`src/hdl/sph_mul.sv`:
```
// ----------------------------------------------------------------------------
// sph_mul
// Shared 32 x 32 unsigned multiplier with a registered 64-bit product.
// ----------------------------------------------------------------------------
module sph_mul (
    input  logic        i_clk,
    input  logic [31:0] i_a,
    input  logic [31:0] i_b,
    output logic [63:0] o_p
);

    logic [63:0] r_p;

    always_ff @(posedge i_clk) begin
        r_p <= {32'h0, i_a} * {32'h0, i_b};
    end

    assign o_p = r_p;

endmodule

```
`config.mk`:
```
export PLATFORM = sky130hd
export DESIGN_NAME = sph_mul
export DESIGN_NICKNAME = d
export VERILOG_FILES = /design/src/hdl/sph_mul.sv
export SDC_FILE = /design/constraint.sdc
export NUM_CORES = 2
export LEC_CHECK = 0
export BUFFER_PORTS_ARGS = -buffer_cell sky130_fd_sc_hd__clkbuf_2
export CORE_MARGIN = 4
export CORE_UTILIZATION = 25
export DETAILED_ROUTE_END_ITERATION = 8
export GPL_TIMING_DRIVEN = 0
export HOLD_SLACK_MARGIN = 0.05
export PLACE_DENSITY = 0.42
export SLEW_MARGIN = 25
export SYNTH_ARGS = -nofsm -noshare
export SYNTH_HDL_FRONTEND = slang
export SYNTH_SLANG_ARGS = --single-unit
```
`constraint.sdc`:
```
create_clock -name i_clk -period 16.2 [get_ports i_clk]
set_clock_uncertainty 0.05 [all_clocks]
set_input_delay 1.62 -clock i_clk [delete_from_list [all_inputs] [get_ports i_clk]]
set_output_delay 1.62 -clock i_clk [all_outputs]
set_load 0.03 [all_outputs]
```
==> impl_metrics.toml <==
[sta]
setup_tns_ns = 0
maxClockFrequency_mhz = 95.9
tightest_slew_ns = 1.15
slew_headroom_pct = 23.0
rsz0062_at_grt = "no"
layout_min_cycle_time_ns = 10.43
report.final.hold_viol_count = 0
layout_worst_path_cycle_share_pct = 64.4
hold_slack_ns = 1.54
setup_viol = 0
timing.final.max_slew_violations = 0

[clock_tree]
h-tree-depth = 3
cts_repair_resize_count = 0
cts_tree = "built"
cts-root-buf = "sky130_fd_sc_hd__clkbuf_16"
hold_buffers = 0
tritoncts.num_buffers = 9
tritoncts_num_sinks = 64
cts-root-to-sink-buffers = 2
cts.reportedPaths.clkPinSlew_ns = 0.06
cts_post_setup_buffers_inserted = 0

[logic_synthesis]
postSynthCellCount = 3748
synth_sequential_area_ratio_pct = 3.69
synth_top_area_cell = "sky130_fd_sc_hd__fa_1"
synthFlopType = "sky130_fd_sc_hd__dfxtp_1"
synth_area_per_cell_um2 = 9.25
post_synth_instance_area_um2 = 34700
synth_top_area_share_pct = 51.7
distinct_cell_type_count_of_the_synthesized_netlist = 57
yosysWarningCount = 0
yosys-top-cells-area = "sky130_fd_sc_hd__fa_1 52%, sky130_fd_sc_hd__and2_1 11%, sky130_fd_sc_hd__ha_1 9.5%"
postSynthRegisterBits = 64
synthTopCellsByCount = "896 x sky130_fd_sc_hd__fa_1, 865 x sky130_fd_sc_hd__inv_1, 602 x sky130_fd_sc_hd__and2_1, 480 x sky130_fd_sc_hd__nand2_1, 263 x sky130_fd_sc_hd__ha_1"
synthMostInstantiatedCell = "sky130_fd_sc_hd__fa_1"
asyncSetResetFlopFracSynth_pct = 0
synth-edff-count = 0
syn_nets = 4972

[finish]
nNetsFinal = 5112
largest_register_ffs = 64
filler_cell_count = 15042
postLayoutCoreUtil_pct = 27.6
final_design_area_no_fill_um2 = 37900
area_growth_pct = 9.43
drive_above_1_share_pct = 4.80

[routing]
vias = 26199
antenna_violating_nets_post_route = 0
vias_per_cell = 4.59
drt-wirelength-per-cell_um = 25.8
drc = 0
drtPass1Iterations = 5
routed_wirelength_um = 147000
drt_iter0_markers = 1783

[global_routing]
grt_first_pass_wirelength_um = 211000
via_count_of_the_first_global_routing_pass = 28734
grt_start_max_net_pins = 13
antenna_found_initial = 38
global_route.overflow_total = 0
globalRouteTotalUtil_pct = 20.5

[setup_path]
critical_path_required_ns = 16.46
worstPathArrival_ns = 10.69
critPathCaptureType = "flip-flop"
worst-setup-path-type = "input port to flip-flop"
worstSetupStartpoint = "i_b[9]"
worstPathMaxFanout = 10
setup.worst_path.start_class = "input port"

[min_path]
min-delay-start = "i_b[0]"
hold_class = "input port to flip-flop"

[placed_design]
detailedPlacementHpwl_um = 125000
placement.io_buffers = 128
place_area_um2 = 37600
final_weighted_congestion_of_routability_driven_global_placement = 0.951

[floorplanning]
floorplan.initialDensity_pct = 25.2
fp-row-count = 136
die_width_um = 380
floorplan.die.height_um = 380
core_area_um2 = 138000
fp.dieArea_um2 = 145000
top_level_ports = 129

[flow_run]
max_cap_viol = 0

[status]
run_status = "complete, no violations"
==> logic make-up after synthesis <==
family          Yosys count  share of synthesized area, %
compound gates          202                          4.15
flops                    64                          3.69
xor+xnor                 60                          1.52
mux                       1                        0.0289
buf+inv                1085                          11.8
simple gates           1177                          17.6
fa+ha+maj              1159                          61.2
==> per-layer routing <==
metal | GRT usage, % | up-vias | share of wire, %
li1 | - | 11176 | -
met5 | 0 | - | 0.018
met1 | 27.3 | 13901 | 43
met3 | 2.96 | 207 | 6.0
met2 | 33.9 | 911 | 47
met4 | 7.52 | 4 | 4.5
==> area by class of cell <==
class | instances | area [um2] | area share, %
antenna | 21 | 52.6 | 0.138
sequential | 64 | 1280 | 3.38
buffer | 220 | 857 | 2.26
clock buffer | 9 | 225 | 0.594
multi-input combinational | 2599 | 29300 | 77.3
tap | 1794 | 2240 | 5.92
clock inverter | 7 | 72.6 | 0.191
timing repair buffer | 129 | 652 | 1.72
inverter | 865 | 3250 | 8.56
==> placed cells by master, fill, tap and decap left out, types with 3 or more instances in the layout <==
cell type                   synthesis  final
sky130_fd_sc_hd__fa_1             896    896
sky130_fd_sc_hd__inv_1            865    865
sky130_fd_sc_hd__and2_1           602    602
sky130_fd_sc_hd__nand2_1          480    480
sky130_fd_sc_hd__ha_1             263    263
sky130_fd_sc_hd__clkbuf_1         213    194
sky130_fd_sc_hd__clkbuf_2           0    147
sky130_fd_sc_hd__dfxtp_1           64     64
sky130_fd_sc_hd__a21oi_1           63     63
sky130_fd_sc_hd__a21o_1            40     40
sky130_fd_sc_hd__xnor2_1           35     35
sky130_fd_sc_hd__xor2_1            25     25
sky130_fd_sc_hd__nand4_1           23     23
sky130_fd_sc_hd__diode_2            0     21
sky130_fd_sc_hd__o21ai_0           21     21
sky130_fd_sc_hd__nor2_1            20     20
sky130_fd_sc_hd__and3_1            14     14
sky130_fd_sc_hd__a31oi_1           12     12
sky130_fd_sc_hd__o21bai_1          10     10
sky130_fd_sc_hd__nand3_1           10     10
sky130_fd_sc_hd__o21a_1             9      9
sky130_fd_sc_hd__clkbuf_16          0      9
sky130_fd_sc_hd__nor3_1             7      7
sky130_fd_sc_hd__buf_2              6      6
sky130_fd_sc_hd__o21ai_1            5      5
sky130_fd_sc_hd__a221o_1            4      4
sky130_fd_sc_hd__a211oi_1           3      3
sky130_fd_sc_hd__a221oi_4           3      3
sky130_fd_sc_hd__a21oi_2            3      3
sky130_fd_sc_hd__o31ai_4            3      3
sky130_fd_sc_hd__or3_1              3      3
sky130_fd_sc_hd__o221ai_1           3      3
sky130_fd_sc_hd__or2_2              3      3
sky130_fd_sc_hd__or4_1              3      3
sky130_fd_sc_hd__and4_1             3      3
sky130_fd_sc_hd__a21boi_1           3      3
==> path summary, 6_finish.rpt <==
path                          end  slack (ns)  depth (start not counted)
setup / recovery  o_p[62]$_DFF_P_        5.77                         25
hold / removal     o_p[0]$_DFF_P_        1.54                          2
==> worst max-delay path: stages <==
cell	delay, ns
sky130_fd_sc_hd__clkbuf_2	0.21
sky130_fd_sc_hd__clkbuf_1	0.85
sky130_fd_sc_hd__and2_1	0.27
sky130_fd_sc_hd__fa_1	0.45
sky130_fd_sc_hd__fa_1	0.60
sky130_fd_sc_hd__inv_1	0.07
sky130_fd_sc_hd__fa_1	0.46
sky130_fd_sc_hd__fa_1	0.54
sky130_fd_sc_hd__inv_1	0.05
sky130_fd_sc_hd__fa_1	0.62
sky130_fd_sc_hd__fa_1	0.51
sky130_fd_sc_hd__fa_1	0.54
sky130_fd_sc_hd__inv_1	0.06
sky130_fd_sc_hd__fa_1	0.47
sky130_fd_sc_hd__inv_1	0.04
sky130_fd_sc_hd__ha_1	0.25
sky130_fd_sc_hd__buf_2	0.19
sky130_fd_sc_hd__nand4_1	0.35
sky130_fd_sc_hd__nor3_1	0.55
sky130_fd_sc_hd__o2111ai_1	0.54
sky130_fd_sc_hd__a31oi_1	0.54
sky130_fd_sc_hd__a31o_2	0.33
sky130_fd_sc_hd__a211oi_1	0.14
sky130_fd_sc_hd__o21ai_1	0.24
sky130_fd_sc_hd__xor2_1	0.16
==> through the flow <==
step	setup slack [ns]	instances
5_1_grt	5.59	5688
3_3_place_gp	5.43	5670
2_1_floorplan	7.78	3748
3_5_place_dp	5.59	5671
4_1_cts	6.01	5687
6_report	5.77	5708
Power is not shown: default switching activity piles up to over one toggle a cycle in this logic, so the estimate is an artifact.
