File: config.mk
export PLATFORM = sky130hd
export DESIGN_NAME = sph_rem
export DESIGN_NICKNAME = d
export VERILOG_FILES = /design/src/hdl/sph_pkg.sv /design/src/hdl/sph_rem.sv
export SDC_FILE = /design/constraint.sdc
export NUM_CORES = 1
export LEC_CHECK = 0
export ABC_CLOCK_PERIOD_IN_PS = 4500
export BUFFER_PORTS_ARGS = -buffer_cell sky130_fd_sc_hd__buf_2
export CORE_MARGIN = 4
export CORE_UTILIZATION = 51
export CTS_CLUSTER_DIAMETER = 30
export DETAILED_ROUTE_END_ITERATION = 10
export PLACE_DENSITY = 0.75
export SYNTH_ARGS = -nofsm -noshare
export SYNTH_HDL_FRONTEND = slang
export SYNTH_SLANG_ARGS = --single-unit
File: constraint.sdc
create_clock -name i_clk -period 4.5 [get_ports i_clk]
set_input_delay 0.9 -clock i_clk [delete_from_list [all_inputs] [get_ports i_clk]]
set_output_delay 0.9 -clock i_clk [all_outputs]
set_load 0.005 [all_outputs]
File: src/hdl/sph_pkg.sv
// ----------------------------------------------------------------------------
// sph_pkg
// Shared types, constants and small arithmetic helpers for the string
// position hash block.
// ----------------------------------------------------------------------------
package sph_pkg;

    localparam int unsigned CODE_W    = 7;
    localparam int unsigned TAB_DEPTH = 128;

    localparam logic [CODE_W-1:0] CODE_MASK = 7'h7f;

    localparam logic [5:0] MOD_A = 6'd13;
    localparam logic [5:0] MOD_B = 6'd29;
    localparam logic [5:0] MOD_C = 6'd37;
    localparam logic [5:0] MOD_D = 6'd11;

    localparam logic [2:0] POS5_ZERO = 3'd0;
    localparam logic [2:0] POS5_ONE  = 3'd1;
    localparam logic [2:0] POS5_LAST = 3'd4;

    typedef enum logic [4:0] {
        S_IDLE = 5'b00001,
        S_READ = 5'b00010,
        S_MUL  = 5'b00100,
        S_REM  = 5'b01000,
        S_EMIT = 5'b10000
    } t_state;

    typedef enum logic [5:0] {
        PH_LOAD = 6'b000001,
        PH_LL   = 6'b000010,
        PH_LH   = 6'b000100,
        PH_HL   = 6'b001000,
        PH_SUM  = 6'b010000,
        PH_DONE = 6'b100000
    } t_phase;

    typedef enum logic [2:0] {
        STEP_CD   = 3'd0,
        STEP_POS  = 3'd1,
        STEP_DIST = 3'd2,
        STEP_M13  = 3'd3,
        STEP_M3   = 3'd4,
        STEP_M7   = 3'd5,
        STEP_M29  = 3'd6,
        STEP_M37  = 3'd7
    } t_step;

    typedef struct packed {
        logic rd_en;
        logic wr_en;
        logic clear;
    } t_tab_ctl;

    typedef struct packed {
        logic [3:0] r13;
        logic [4:0] r29;
        logic [5:0] r37;
        logic [3:0] r11;
    } t_rems;

    function automatic logic [5:0] rem_nib(input logic [5:0] r, input logic [3:0] nib,
                                           input logic [5:0] m);
        logic [6:0] t;
        logic [5:0] acc;
        acc = r;
        for (int k = 3; k >= 0; k--) begin
            t = {acc, nib[k]};
            if (t >= {1'b0, m}) begin
                t = t - {1'b0, m};
            end
            acc = t[5:0];
        end
        return acc;
    endfunction

    function automatic logic [4:0] div7(input logic [7:0] d);
        logic [15:0] t;
        t = {8'h00, d} * 16'd147;
        return t[14:10];
    endfunction

    function automatic logic [1:0] mod3(input logic [7:0] d);
        logic [15:0] t;
        logic [7:0]  q;
        logic [7:0]  r;
        t = {8'h00, d} * 16'd171;
        q = {1'b0, t[15:9]};
        r = d - (q + q + q);
        return r[1:0];
    endfunction

endpackage

File: src/hdl/sph_rem.sv
// ----------------------------------------------------------------------------
// sph_rem
// Remainders of a 64-bit value by 13, 29, 37 and 11, four bits per cycle.
// ----------------------------------------------------------------------------
module sph_rem (
    input  logic          i_clk,
    input  logic          i_rst_n,
    input  logic          i_start,
    input  logic [63:0]   i_value,
    output logic          o_done,
    output sph_pkg::t_rems o_rem
);

    logic [63:0] r_val, n_val;
    logic [3:0]  r_cnt, n_cnt;
    logic        r_busy, n_busy;
    logic        r_done, n_done;
    logic [5:0]  r_ra, n_ra;
    logic [5:0]  r_rb, n_rb;
    logic [5:0]  r_rc, n_rc;
    logic [5:0]  r_rd, n_rd;

    always_comb begin
        n_val  = r_val;
        n_cnt  = r_cnt;
        n_busy = r_busy;
        n_done = 1'b0;
        n_ra   = r_ra;
        n_rb   = r_rb;
        n_rc   = r_rc;
        n_rd   = r_rd;
        if (i_start) begin
            n_val  = i_value;
            n_cnt  = 4'd0;
            n_busy = 1'b1;
            n_ra   = 6'd0;
            n_rb   = 6'd0;
            n_rc   = 6'd0;
            n_rd   = 6'd0;
        end else if (r_busy) begin
            n_val = {r_val[59:0], 4'h0};
            n_ra  = sph_pkg::rem_nib(r_ra, r_val[63:60], sph_pkg::MOD_A);
            n_rb  = sph_pkg::rem_nib(r_rb, r_val[63:60], sph_pkg::MOD_B);
            n_rc  = sph_pkg::rem_nib(r_rc, r_val[63:60], sph_pkg::MOD_C);
            n_rd  = sph_pkg::rem_nib(r_rd, r_val[63:60], sph_pkg::MOD_D);
            n_cnt = r_cnt + 4'd1;
            if (&r_cnt) begin
                n_busy = 1'b0;
                n_done = 1'b1;
            end
        end
    end

    always_ff @(posedge i_clk) begin
        if (!i_rst_n) begin
            r_busy <= 1'b0;
            r_done <= 1'b0;
            r_cnt  <= 4'd0;
        end else begin
            r_busy <= n_busy;
            r_done <= n_done;
            r_cnt  <= n_cnt;
        end
    end

    always_ff @(posedge i_clk) begin
        r_val <= n_val;
        r_ra  <= n_ra;
        r_rb  <= n_rb;
        r_rc  <= n_rc;
        r_rd  <= n_rd;
    end

    assign o_done    = r_done;
    assign o_rem.r13 = r_ra[3:0];
    assign o_rem.r29 = r_rb[4:0];
    assign o_rem.r37 = r_rc[5:0];
    assign o_rem.r11 = r_rd[3:0];

endmodule

==> results.txt, run 1 <==
The run finished with clean final reports. The run gives 0 as the number of setup violations in the final report. Leakage dissipation: 3.22 nW. For this run, design rule violations remaining after detail routing come to 0. The number of rows in the core area is 43, and the synthesis-to-finish area growth is 15.3%. The finished layout holds 1028 standard cells, fillers aside.

In this design, the critical path's most frequently occurring cell is nand3_1. In the post-route analysis, the smallest setup slack over all paths is 0.0773 ns. Maximum vdd ir drop: 0.305 mV. The count of nets left with antenna violations once routing finished came out at 0. In this run the vertical extent of the chip is 127 um. The run gives 0 as the count of antenna diodes in the layout. For the number of global-route vias before repair, the log shows 6400. The worst setup path category is reg2reg. The count of input and output buffers is 86, and the count of cell types in the netlist is 99.

The number of sinks driven by the clock tree came out at 94. STA classifies the critical path endpoint as a register. The critical path startpoint category was a register. Detailed placement finished with a half-perimeter wire length of 13700 um. Count of filler cells inserted in the layout: 1147. In this run the horizontal extent of the chip is 127 um. In the synthesized netlist the async set-or-reset flop fraction comes to 0%. The logs give 925 for the layout net count and 0 for the number of antenna violations at the first check in global routing. The logs give 844 for the net count after synthesis and 0 for the final count of hold timing violations.

STA puts the critical path data required time at 4.79 ns. During I/O placement, the number of pins put on the boundary was 87. Clock tree buffer depth: 2. The total negative slack was 0 ns; the share of synthesized area occupied by flip-flops and latches was 34.9%. For this design the ratio of total power to cell area is 802 nW/um^2. Setup repair after global routing could not meet its margin everywhere. Summing every instance area after synthesis gives 7230 sq um. Clock tree synthesis inserted a total of 9 buffers. The tools report the synthesis warning total as 0. The number of max-cap violations came out at 0.

The logs give 1008 for the cell count after placement and 0.912 for the final RePlAce weighted congestion. Summing all multi-input logic gate instances after layout gives 4550 sq um. Number of slew-limit violations in the final report: 0. The worst hold path begins at r_cnt[3]. For this run, the leading register cell type out of synthesis is edfxtp_1. The signal on the critical path passes through buf_4 > o311a_4 > or4_4 > a21oi_4 > o211ai_2 > a21oi_2 > xnor2_2 > ha_2 > nand3_1 > and4_1 > a41o_1 > o31ai_2 > nand3_1 > xnor2_2 > a31oi_2 > or4b_1 > nand3_1. The die covers 16100 sq um.

For the worst setup path, the data arrival time is 4.71 ns. In this design, the largest share of critical-path delay is due to simple AND/OR/NAND/NOR gates. After synthesis, the mean cell area works out to 9.49 sq um.

Leaving out fill and tap cells, the most frequent cell in the layout is buf_2. The initial detailed-routing violation count is 595. The pin slew with the least headroom to its limit was 0.853 ns; the wire length after detailed routing was 19000 um. Maximum fanout count along the critical path: 8. The logs give 30600 um for the wire length of the first global-routing pass and 2520 sq um for the combined flip-flop and latch cell area. The worst-case headroom to the max-slew limit was 43.0%. On the final layout, the worst hold slack is 0.472 ns. Before CTS, the worst setup slack after placement is -0.106 ns. For the final database, setup skew stands at 0.00627 ns. TritonCTS built the clock tree.

The largest stage delay on the critical path was 0.53 ns. The run gives 6 as the total iterations of the first detailed-routing run. Tracing the worst setup path back leads to its startpoint at r_val[63]. After layout, the minimum clock period comes to 4.42 ns. The register bit total from synthesis was 94. In this run the worst hold path is classified as reg2reg.

Via total after detailed routing: 6507. The largest individual stage delay along the critical path comes from the cell or4_4. The fmax came out at 226 MHz. Cell at the root of the clock tree: clkbuf_16. Clock-pin slew was measured on the worst setup and hold paths at 0.06 ns.

In this run the critical register-to-register path is launched from r_val[63]. The H-tree was split into 3 levels. Dividing the detail-routed wire length by the instance count gives 18.5 um. The initial utilization of the core area, before any placement, comes to 52.1%.

The synthesized design contains 64 enable-type register cells. Cells with a size suffix above 1 make up 30.3% of the layout. The overall global routing resource usage was 23.0%; the number of instances in the synthesized netlist was 762. In this run the standard cell core region covers 13900 sq um. The mean number of vias per cell was 6.33. Leaving out fill and tap cells, the most frequent cells in the layout are 86 x buf_2, 64 x edfxtp_1, 63 x mux2_2. After global routing the overflow that remains totals 0.

Clock latency on the worst-skew pair, taken at its later pin, is 0.35 ns. The critical path buffer and inverter count came out at 1. The portion of the clock cycle consumed by the worst path in the final layout is 98.3%. Entering global routing, the biggest net connects 62 pins.
cells by family (layout without fill, tap and decap cells):
| family | count (synthesis) | after routing | share of synthesized area [%] |
|---|---|---|---|
| compound gates | 230 | 230 | 24.3 |
| xor+xnor | 25 | 25 | 3.13 |
| fa+ha+maj | 16 | 16 | 2.73 |
| buf+inv | 71 | 157 | 4.69 |
| flops | 94 | 94 | 34.9 |
| mux | 82 | 82 | 12.6 |
| simple gates | 244 | 244 | 17.6 |
synth_stat cells (4+ instances only):
library cell | count | area, sq um
and2_1 | 8 | 50.1
a31oi_1 | 9 | 56.3
a311o_1 | 4 | 40.0
buf_2 | 7 | 35.0
nand3b_1 | 6 | 45.0
and3_1 | 8 | 50.1
nor4_1 | 5 | 31.3
inv_1 | 18 | 67.6
a21oi_1 | 31 | 155
o21a_1 | 10 | 75.1
edfxtp_1 | 64 | 1920
a32oi_1 | 4 | 35.0
xnor2_1 | 18 | 158
ha_1 | 15 | 188
o31a_1 | 5 | 43.8
o21ai_1 | 5 | 25.0
dfxtp_1 | 30 | 601
nor2b_1 | 6 | 37.5
o221ai_1 | 8 | 70.1
nand2_1 | 62 | 233
and4_1 | 5 | 43.8
o22ai_1 | 5 | 31.3
o31ai_1 | 6 | 45.0
a211o_1 | 5 | 43.8
a311oi_1 | 4 | 35.0
nand4_1 | 7 | 43.8
or3_1 | 8 | 50.1
xor2_1 | 6 | 52.6
nand3_1 | 23 | 115
o21ai_0 | 38 | 190
nor2_1 | 43 | 161
buf_4 | 15 | 113
mux2i_1 | 18 | 180
o211ai_1 | 12 | 90.1
buf_1 | 6 | 22.5
a22o_1 | 4 | 35.0
a21o_1 | 8 | 60.1
nand2b_1 | 10 | 62.6
clkbuf_1 | 23 | 86.3
mux2_2 | 63 | 709
o2111ai_1 | 5 | 43.8
nor3_1 | 29 | 145
a211oi_1 | 11 | 82.6
where the power goes:
group          internal, mW  leakage, nW  switching, mW
logic                  1.98         2.19           2.73
registers              1.07        0.892          0.188
clock network         0.380        0.128          0.334
total                  3.43         3.22           3.25
sequential cells by signal (all words and copies together) (netlist names):
register,flops
r_rc,6
r_busy,1
o_done,1
r_ra,6
r_cnt,4
r_rd,6
r_rb,6
r_val,64
tightest hold or removal path: stages, from the launching register on:
cell and delay [ns]:
dfxtp_1 0.33, nand2_1 0.06, nor3_1 0.04
cell type report:
type	instances	area share, %
multi-input combinational	597	54.6
sequential	94	30.3
timing repair buffer	122	8.40
clock buffer	12	2.84
tap	180	2.70
inverter	19	0.855
clock inverter	4	0.375
what timing repair did:
action | CTS | global route
endpoints found under the hold margin | 0 | 0
hold buffers | 0 | 0
gates cloned | 0 | 0
pin swaps | 2 | 7
buffers inserted | 1 | 3
setup endpoints to repair | 2 | 21
gates resized for setup | 1 | 29
layer usage:
metal  vias up  track usage, %  part of all wire [%]
li1       3119               -                     -
met1      3084            28.7                    42
met2       256            38.4                    48
met3        48            5.69                   7.6
met4         0            9.46                   2.7
met5         -               0                     0
through the flow:
step                      util, %  area [sq um]  power [mW]
after CTS                    58.7          8150        6.35
after detailed placement     56.7          7870        5.58
after floorplan                 -          7240        4.63
final                        60.1          8340        6.68
after global placement       56.7          7870        5.42
after global routing         60.1          8340        7.19
final timing paths:
check,to,slack [ns],depth (start not counted)
setup / recovery,r_rc[1],0.08,17
hold / removal,o_done,0.47,2
setup reg to reg,r_rc[1],0.08,17
hold reg to reg,o_done,0.47,2
(Power assumes the default switching activity.)
==> run 2, diff against run 1 <==
--- a/config.mk
+++ b/config.mk
@@ -5,13 +5,14 @@
 export SDC_FILE = /design/constraint.sdc
 export NUM_CORES = 1
 export LEC_CHECK = 0
-export ABC_CLOCK_PERIOD_IN_PS = 4500
+export ABC_AREA = 1
+export ABC_CLOCK_PERIOD_IN_PS = 4910
 export BUFFER_PORTS_ARGS = -buffer_cell sky130_fd_sc_hd__buf_2
 export CORE_MARGIN = 4
 export CORE_UTILIZATION = 51
 export CTS_CLUSTER_DIAMETER = 30
 export DETAILED_ROUTE_END_ITERATION = 10
-export PLACE_DENSITY = 0.75
+export PLACE_DENSITY = 0.73
 export SYNTH_ARGS = -nofsm -noshare
 export SYNTH_HDL_FRONTEND = slang
 export SYNTH_SLANG_ARGS = --single-unit
==> constraint.sdc (replaced) <==
create_clock -name i_clk -period 4.91 [get_ports i_clk]
set_input_delay 0.491 -clock i_clk [delete_from_list [all_inputs] [get_ports i_clk]]
set_output_delay 0.491 -clock i_clk [all_outputs]
set_load 0.005 [all_outputs]
==> run 2 against run 1 <==
  * Core utilization is 2.0 points lower
  * Count of clock-buffer cells in the layout down 3
  * Design area down 7.8%
  * Worst setup slack better by 0.82 ns
  * First-iteration DRC count down 48%
  * Sequential share of layout area is 2.6 points higher
  * Critical path type unchanged
  * Critical path depth is 10 higher
  * Register-to-register slack better by 0.82 ns
  * Synthesized area shrank 4.5%
  * Die area fell by 4.2%
  * Fmax grew 10%
==> results.txt, run 2 <==
The via total after detailed routing is 5936 (was 6507), and the number of sinks driven by the clock tree is 94 (unchanged). The tools report the synthesis warning total as 0 (unchanged). The die outline height is 124 um (was 127 um).

Fmax: 249 MHz (was 226 MHz). Most area-hungry cell type in the Yosys netlist: edfxtp_1 (unchanged). The number of instances in the synthesized netlist was 960 (was 762). The total iterations of the first detailed-routing run was 5 (was 6); the placed wire-length estimate was 11000 um (was 13700 um). Maximum level of the CTS H-tree: 3 (unchanged). The count of non-filler cells in the finished layout was 1206 (was 1028); the clock latency reported for the late side of the worst-skew pair was 0.35 ns (about the same). Number of max-cap violations: 0 (unchanged). Flip-flop count of the largest register, all copies and words added: 64 (unchanged).

The number of antenna violations at the first check in global routing is 0 (unchanged), and the final count of hold timing violations is 0 (unchanged). The final routed DRC violation total is 0 (unchanged), and the register bit total from synthesis is 94 (unchanged). The total clock buffers created by CTS is 9 (unchanged). The register bank with the most flops is r_val (unchanged). The run finished with clean final reports. The maximum fanout count along the critical path was 9 (was 8); the layout net count was 1107 (was 925).

Largest net degree at the start of global routing: 65 (was 62). Post-CTS setup buffer count: 0 (was 1). The logs give 0.851 (was 0.912) for the final RePlAce weighted congestion and 36.5% (was 34.9%) for the share of synthesized area occupied by flip-flops and latches. The synthesized area per cell was 7.19 sq um (was 9.49 sq um). TritonCTS built the clock tree. Highest-count cells in the layout ignoring fill and taps: 390 x nand2_1, 86 x buf_2, 83 x inv_1 (was 86 x buf_2, 64 x edfxtp_1, 63 x mux2_2). The minimum period implied by the final worst setup slack came out at 4.01 ns (was 4.42 ns).

The most common cell after layout, fill and taps aside was nand2_1 (was buf_2). The x dimension of the die is 124 um (was 127 um). The run gives 4.26 ns (was 4.71 ns) as the critical path arrival. The number of slew-limit violations in the final report was 0 (unchanged). The pin slew with the least headroom to its limit was 1.04 ns (was 0.853 ns); the total core area was 13200 sq um (was 13900 sq um). Area share of the largest cell type after synthesis: 27.8% (was 26.6%). Cell with the most instances after synthesis: nand2_1 (was edfxtp_1). The clock tree buffer depth is 2 (unchanged). The run gives 5.16 ns (was 4.79 ns) as the required arrival time at the worst endpoint.

Die footprint: 15500 sq um (was 16100 sq um). The tools report the overall global routing resource usage as 19.0% (was 23.0%). The count of input and output buffers works out to 86 (unchanged). The run gives 0.00914 ns (was 0.00627 ns) as the final worst clock skew. The synthesized area was 6900 sq um (was 7230 sq um). Clock input transition at the sequential cells of the worst setup and hold paths: 0.07 ns (was 0.06 ns).

Number of global-route vias before repair: 5449 (was 6400). The count of cell types in the netlist was 51 (was 99); the portion of the clock cycle consumed by the worst path in the final layout was 81.7% (was 98.3%). The share of cells above drive strength 1 came out at 21.7% (was 30.3%).

The routed length per placed instance was 12.4 um (was 18.5 um). Proportion of register bits with asynchronous set or reset after synthesis: 0% (unchanged). The initial standard-cell utilization of the core is 52.1% (about the same). The synthesis-to-finish area growth came out at 11.3% (was 15.3%). Number of routed nets with antenna violations: 0 (unchanged). The worst setup path category is reg2reg (unchanged).

The wire length of the first global-routing pass came out at 24800 um (was 30600 um). The cell at the root of the clock tree was clkbuf_16 (unchanged). For the number of setup violations in the final report, the log shows 0 (unchanged). The run gives 0 (was 1) as the number of gates given a new drive strength after cts. The wire length after detailed routing was 14900 um (was 19000 um). Synth cell count leaders: 390 x nand2_1, 84 x inv_1, 70 x nand3_1 (was 64 x edfxtp_1, 63 x mux2_2, 62 x nand2_1). Worst min-delay path class: in2reg (was reg2reg).

The worst-case headroom to the max-slew limit was 30.3% (was 43.0%). The hold buffer count at CTS came out at 0 (unchanged). The number of synthesized flops with an enable pin was 64 (unchanged). The net count after synthesis was 1042 (was 844). Area contributors post-synth: edfxtp_1 28%, nand2_1 21%, dfxtp_1 8.7%, nand3_1 5.1%, inv_1 4.6% (was edfxtp_1 27%, mux2_2 9.8%, dfxtp_1 8.3%, nand2_1 3.2%, o21ai_0 2.6%). The cell count after placement is 1190 (was 1008). The total I/O pin count is 87 (unchanged). The critical path startpoint category was a register (unchanged). The mean number of vias per cell works out to 4.92 (was 6.33). The logs give 0 ns (unchanged) for the total negative slack and 0 (unchanged) for the aggregate global routing overflow. The count of antenna diodes in the layout is 0 (unchanged). Capturing element type of the critical path: a register (unchanged).

Number of rows in the core area: 42 (was 43). The dominant synthesized flop cell is edfxtp_1 (unchanged). Setup repair after global routing left no endpoint under its margin.

The tools report the initial detailed-routing violation count as 311 (was 595).
## run 2: changes by cell type in the layout (fill, tap and decap cells not counted), moves of 31 or more
| cell | previous run | this run |
|---|---|---|
| buf_4 | 36 | 4 |
| inv_1 | 17 | 83 |
| mux2_2 | 63 | 0 |
| nand2_1 | 61 | 390 |
| nand2_2 | 1 | 32 |
| nand3_1 | 23 | 70 |
## run 2: worst max-delay path, cell delays in order (launching register included)
cell,delay (ns)
edfxtp_1,0.39
ha_1,0.21
o21ai_1,0.24
o211ai_4,0.16
xor2_1,0.22
inv_1,0.08
ha_1,0.20
inv_1,0.07
nand2_1,0.08
o21ai_2,0.19
nand2_4,0.12
xor2_2,0.19
ha_1,0.22
inv_1,0.10
nand2_2,0.07
nand2_2,0.14
nand3_4,0.13
nand2_1,0.10
nand2_1,0.08
inv_1,0.06
ha_1,0.22
nand3_1,0.10
nor2_1,0.20
nor2_4,0.08
nand3_1,0.07
nand3_1,0.07
nand2_1,0.08
inv_1,0.04
## run 2: worst paths after layout
check	start	to	slack (ns)	depth (start not counted)
hold reg to reg	r_rb[5]	r_rb[5]	0.45	2
hold / removal	i_rst_n	r_busy	0.40	2
setup / recovery	r_val[63]	r_rd[2]	0.90	27
setup reg to reg	r_val[63]	r_rd[2]	0.90	27
## run 2: metal layers
layer | wire length [um] | global-route usage, % | up-vias
met5 | 0 | 0 | -
met4 | 201 | 4.64 | 0
met3 | 948 | 4.25 | 18
met2 | 6700 | 31.1 | 158
met1 | 7060 | 25.7 | 2598
li1 | - | - | 3162
## run 2: logic make-up (layout without fill, tap and decap cells)
| family | count (synthesis) | after routing | share of synthesized area [%] |
|---|---|---|---|
| flip-flops | 94 | 94 | 36.5 |
| adder cells (fa/ha/maj) | 15 | 15 | 2.72 |
| AND/OR/NAND/NOR | 592 | 592 | 39.6 |
| buffers and inverters | 145 | 215 | 8.72 |
| AO/OA/AOI/OAI | 79 | 79 | 7.45 |
| XOR/XNOR | 34 | 34 | 4.80 |
| multiplexers | 1 | 1 | 0.145 |
## run 2: cell type report
type	instances	area, sq um
well taps	176	220
repair buffers	90	460
clock buffers	9	225
inverters	109	409
fillers	1263	5560
multi-input cells	721	3780
flip-flops and latches	94	2520
clock inverters	7	68.8
## run 2: metrics by stage
step	hold WS [ns]	cell area [sq um]	util, %	setup WS [ns]
after floorplan	0.417	6900	-	1.19
after global routing	0.411	7690	58.0	0.438
after CTS	0.385	7690	58.0	0.898
final	0.397	7690	58.0	0.900
after global placement	0.439	7390	55.8	1.06
after detailed placement	0.446	7390	55.8	0.958
Power of run 2 is not shown: default switching activity piles up to over one toggle a cycle in this logic, so the estimate is an artifact.
==> run 3, diff against run 2 <==
--- a/config.mk
+++ b/config.mk
@@ -6,7 +6,7 @@
 export NUM_CORES = 1
 export LEC_CHECK = 0
 export ABC_AREA = 1
-export ABC_CLOCK_PERIOD_IN_PS = 4910
+export ABC_CLOCK_PERIOD_IN_PS = 3700
 export BUFFER_PORTS_ARGS = -buffer_cell sky130_fd_sc_hd__buf_2
 export CORE_MARGIN = 4
 export CORE_UTILIZATION = 51
==> constraint.sdc (replaced) <==
create_clock -name i_clk -period 3.7 [get_ports i_clk]
set_input_delay 0.37 -clock i_clk [delete_from_list [all_inputs] [get_ports i_clk]]
set_output_delay 0.37 -clock i_clk [all_outputs]
set_load 0.005 [all_outputs]
==> run 3 against run 2 <==
  * Register-to-register slack worse by 0.85 ns
  * Worst setup slack got worse by 0.85 ns
  * Critical path type unchanged
  * Global-route usage increased by 0.58 points
  * Non-clock buffer count rose by 39
  * Wire length up 9.8%
  * Die area did not move
==> results.txt, run 3 (synthesis results as in run 2) <==
For the number of setup violations in the final report, the log shows 0 (unchanged). The fmax is 274 MHz (was 249 MHz). The tools report the count of antenna diodes in the layout as 0 (unchanged). The final RePlAce weighted congestion was 0.897 (was 0.851). Worst min-delay path class: in2reg (unchanged). The overall global routing resource usage came out at 19.6% (was 19.0%). Layout net count: 1146 (was 1107). The initial standard-cell utilization of the core was 52.1% (unchanged). Setup repair after global routing could not meet its margin everywhere. The number of max-cap violations was 0 (unchanged).

The via total after detailed routing is 6238 (was 5936), and the met1 track demand over resource in global routing is 26.0% (was 25.7%). The required arrival time at the worst endpoint is 3.95 ns (was 5.16 ns). The tools report the final worst clock skew as 0.00752 ns (was 0.00914 ns).

The worst setup path category was reg2reg (unchanged). Instance area after placement: 7500 sq um (was 7390 sq um). Total clock buffers created by CTS: 9 (unchanged). The tools report the capturing element type of the critical path as a register (unchanged). The run finished with clean final reports. Register bank with the most flops: r_val (unchanged).

The count of input and output buffers is 86 (unchanged). The run gives 0 (unchanged) as the number of slew-limit violations in the final report. The largest stage delay on the critical path was 0.47 ns (was 0.39 ns); the share of cells above drive strength 1 was 28.7% (was 21.7%).

For the clock latency reported for the late side of the worst-skew pair, the log shows 0.35 ns (about the same). The number of sinks driven by the clock tree was 94 (unchanged). The maximum level of the CTS H-tree was 3 (unchanged); the met2 demand-to-capacity share in global routing was 31.8% (was 31.1%). The wire length of the first global-routing pass was 25600 um (was 24800 um); the die footprint was 15500 sq um (unchanged).

The tools report the worst-case headroom to the max-slew limit as 35.2% (was 30.3%). The pin slew with the least headroom to its limit came out at 0.971 ns (was 1.04 ns). The most utilized layer in the global route result is met2 (unchanged).

The global routing met3 resource utilization is 3.52% (was 4.25%), and the flip-flop count of the largest register, all copies and words added is 64 (unchanged). The hold path depth works out to 2 (unchanged). The number of global-route vias before repair was 5650 (was 5449); the total iterations of the first detailed-routing run was 5 (unchanged).

Total core area: 13200 sq um (unchanged). The portion of the clock cycle consumed by the worst path in the final layout is 98.6% (was 81.7%). The minimum period implied by the final worst setup slack was 3.65 ns (was 4.01 ns); the clock input transition at the sequential cells of the worst setup and hold paths was 0.07 ns (about the same). The run gives 0 (unchanged) as the number of antenna violations at the first check in global routing. The x dimension of the die is 124 um (unchanged). Highest-count cells in the layout ignoring fill and taps: 377 x nand2_1, 86 x buf_2, 80 x inv_1 (was 390 x nand2_1, 86 x buf_2, 83 x inv_1). The critical path arrival was 3.90 ns (was 4.26 ns). The synthesis-to-finish area growth was 20.2% (was 11.3%). The number of rows in the core area was 42 (unchanged).

The minimum hold slack is 0.279 ns (was 0.397 ns), and the maximum fanout count along the critical path is 6 (was 9). The critical path startpoint category is a register (unchanged). The cell at the root of the clock tree was clkbuf_16 (unchanged).

The run gives 8300 sq um (was 7690 sq um) as the design area. The aggregate global routing overflow is 0 (unchanged). The slowest library cell on the worst path is edfxtp_1 (unchanged). The hold buffer count at CTS was 0 (unchanged); the total I/O pin count was 87 (unchanged). The logs give 2 (unchanged) for the clock tree buffer depth and 0 (unchanged) for the number of routed nets with antenna violations. TritonCTS built the clock tree.

The total negative slack came out at 0 ns (unchanged). The routed length per placed instance is 13.1 um (was 12.4 um). The largest net degree at the start of global routing is 75 (was 65), and the initial detailed-routing violation count is 327 (was 311). The tools report the placed wire-length estimate as 11500 um (was 11000 um). For the wire length after detailed routing, the log shows 16400 um (was 14900 um).

Most common cell after layout, fill and taps aside: nand2_1 (unchanged). Count of filler cells inserted in the layout: 1220 (was 1263). The logs give 0 (unchanged) for the final count of hold timing violations and 0 (unchanged) for the final routed DRC violation total. The depth of the worst register-to-register path was 26 (was 27).

Mean number of vias per cell: 5.01 (was 4.92). The die outline height was 124 um (unchanged).
-- run 3: cell count changes in the layout (fill, tap and decap cells not counted), sizes merged --
cell	before	now
bufinv	0	1
buf	90	129
clkinv	5	4
inv	109	110
clkinvlp	2	1
-- run 3: what timing repair did --
action,CTS,global route
pin swaps,2,29
buffers inserted,0,25
resized for setup,3,68
setup endpoints to repair,4,18
gates cloned,0,0
-- run 3: worst paths after layout --
kind / from / end / slack (ns)
worst max-delay path: r_val[63] / r_rd[2] / 0.05
worst min-delay path: i_rst_n / r_busy / 0.28
worst max register to register: r_val[63] / r_rd[2] / 0.05
worst min register to register: r_rb[5] / r_rb[5] / 0.45
-- run 3: final cells by class --
class | count | area (sq um) | share of cell area, %
Clock inverter | 7 | 81.3 | 0.980
Tap cell | 176 | 220 | 2.65
Multi-Input combinational cell | 721 | 4050 | 48.8
Sequential cell | 94 | 2520 | 30.4
Inverter | 109 | 412 | 4.96
Timing Repair Buffer | 129 | 790 | 9.51
Clock buffer | 9 | 225 | 2.71
-- run 3: metal layers --
metal,vias to the layer above,wire length (um)
li1,3227,-
met5,-,0
met1,2822,7280
met2,159,7870
met3,30,839
met4,0,379
-- run 3: worst max-delay path: cells and delay by family (launching register included) --
family / cells / cell delay, ns
adders and majority gates: 3 / 0.61
xor gates and xnor gates: 2 / 0.36
AOI/OAI and AO/OA: 3 / 0.46
buffers and inverters: 7 / 0.67
and+or+nand+nor: 11 / 0.98
DFF: 1 / 0.47
-- run 3: stage by stage --
step | std cells | worst slack, ns | util (%)
3_5_place_dp | 1204 | -0.0737 | 56.6
6_report | 1245 | 0.0526 | 62.7
4_1_cts | 1220 | 0.0158 | 59.0
3_3_place_gp | 1204 | 0.0856 | 56.6
5_1_grt | 1245 | -0.207 | 62.7
2_1_floorplan | 960 | 0.0513 | -
Power of run 3 is left out for the same reason.
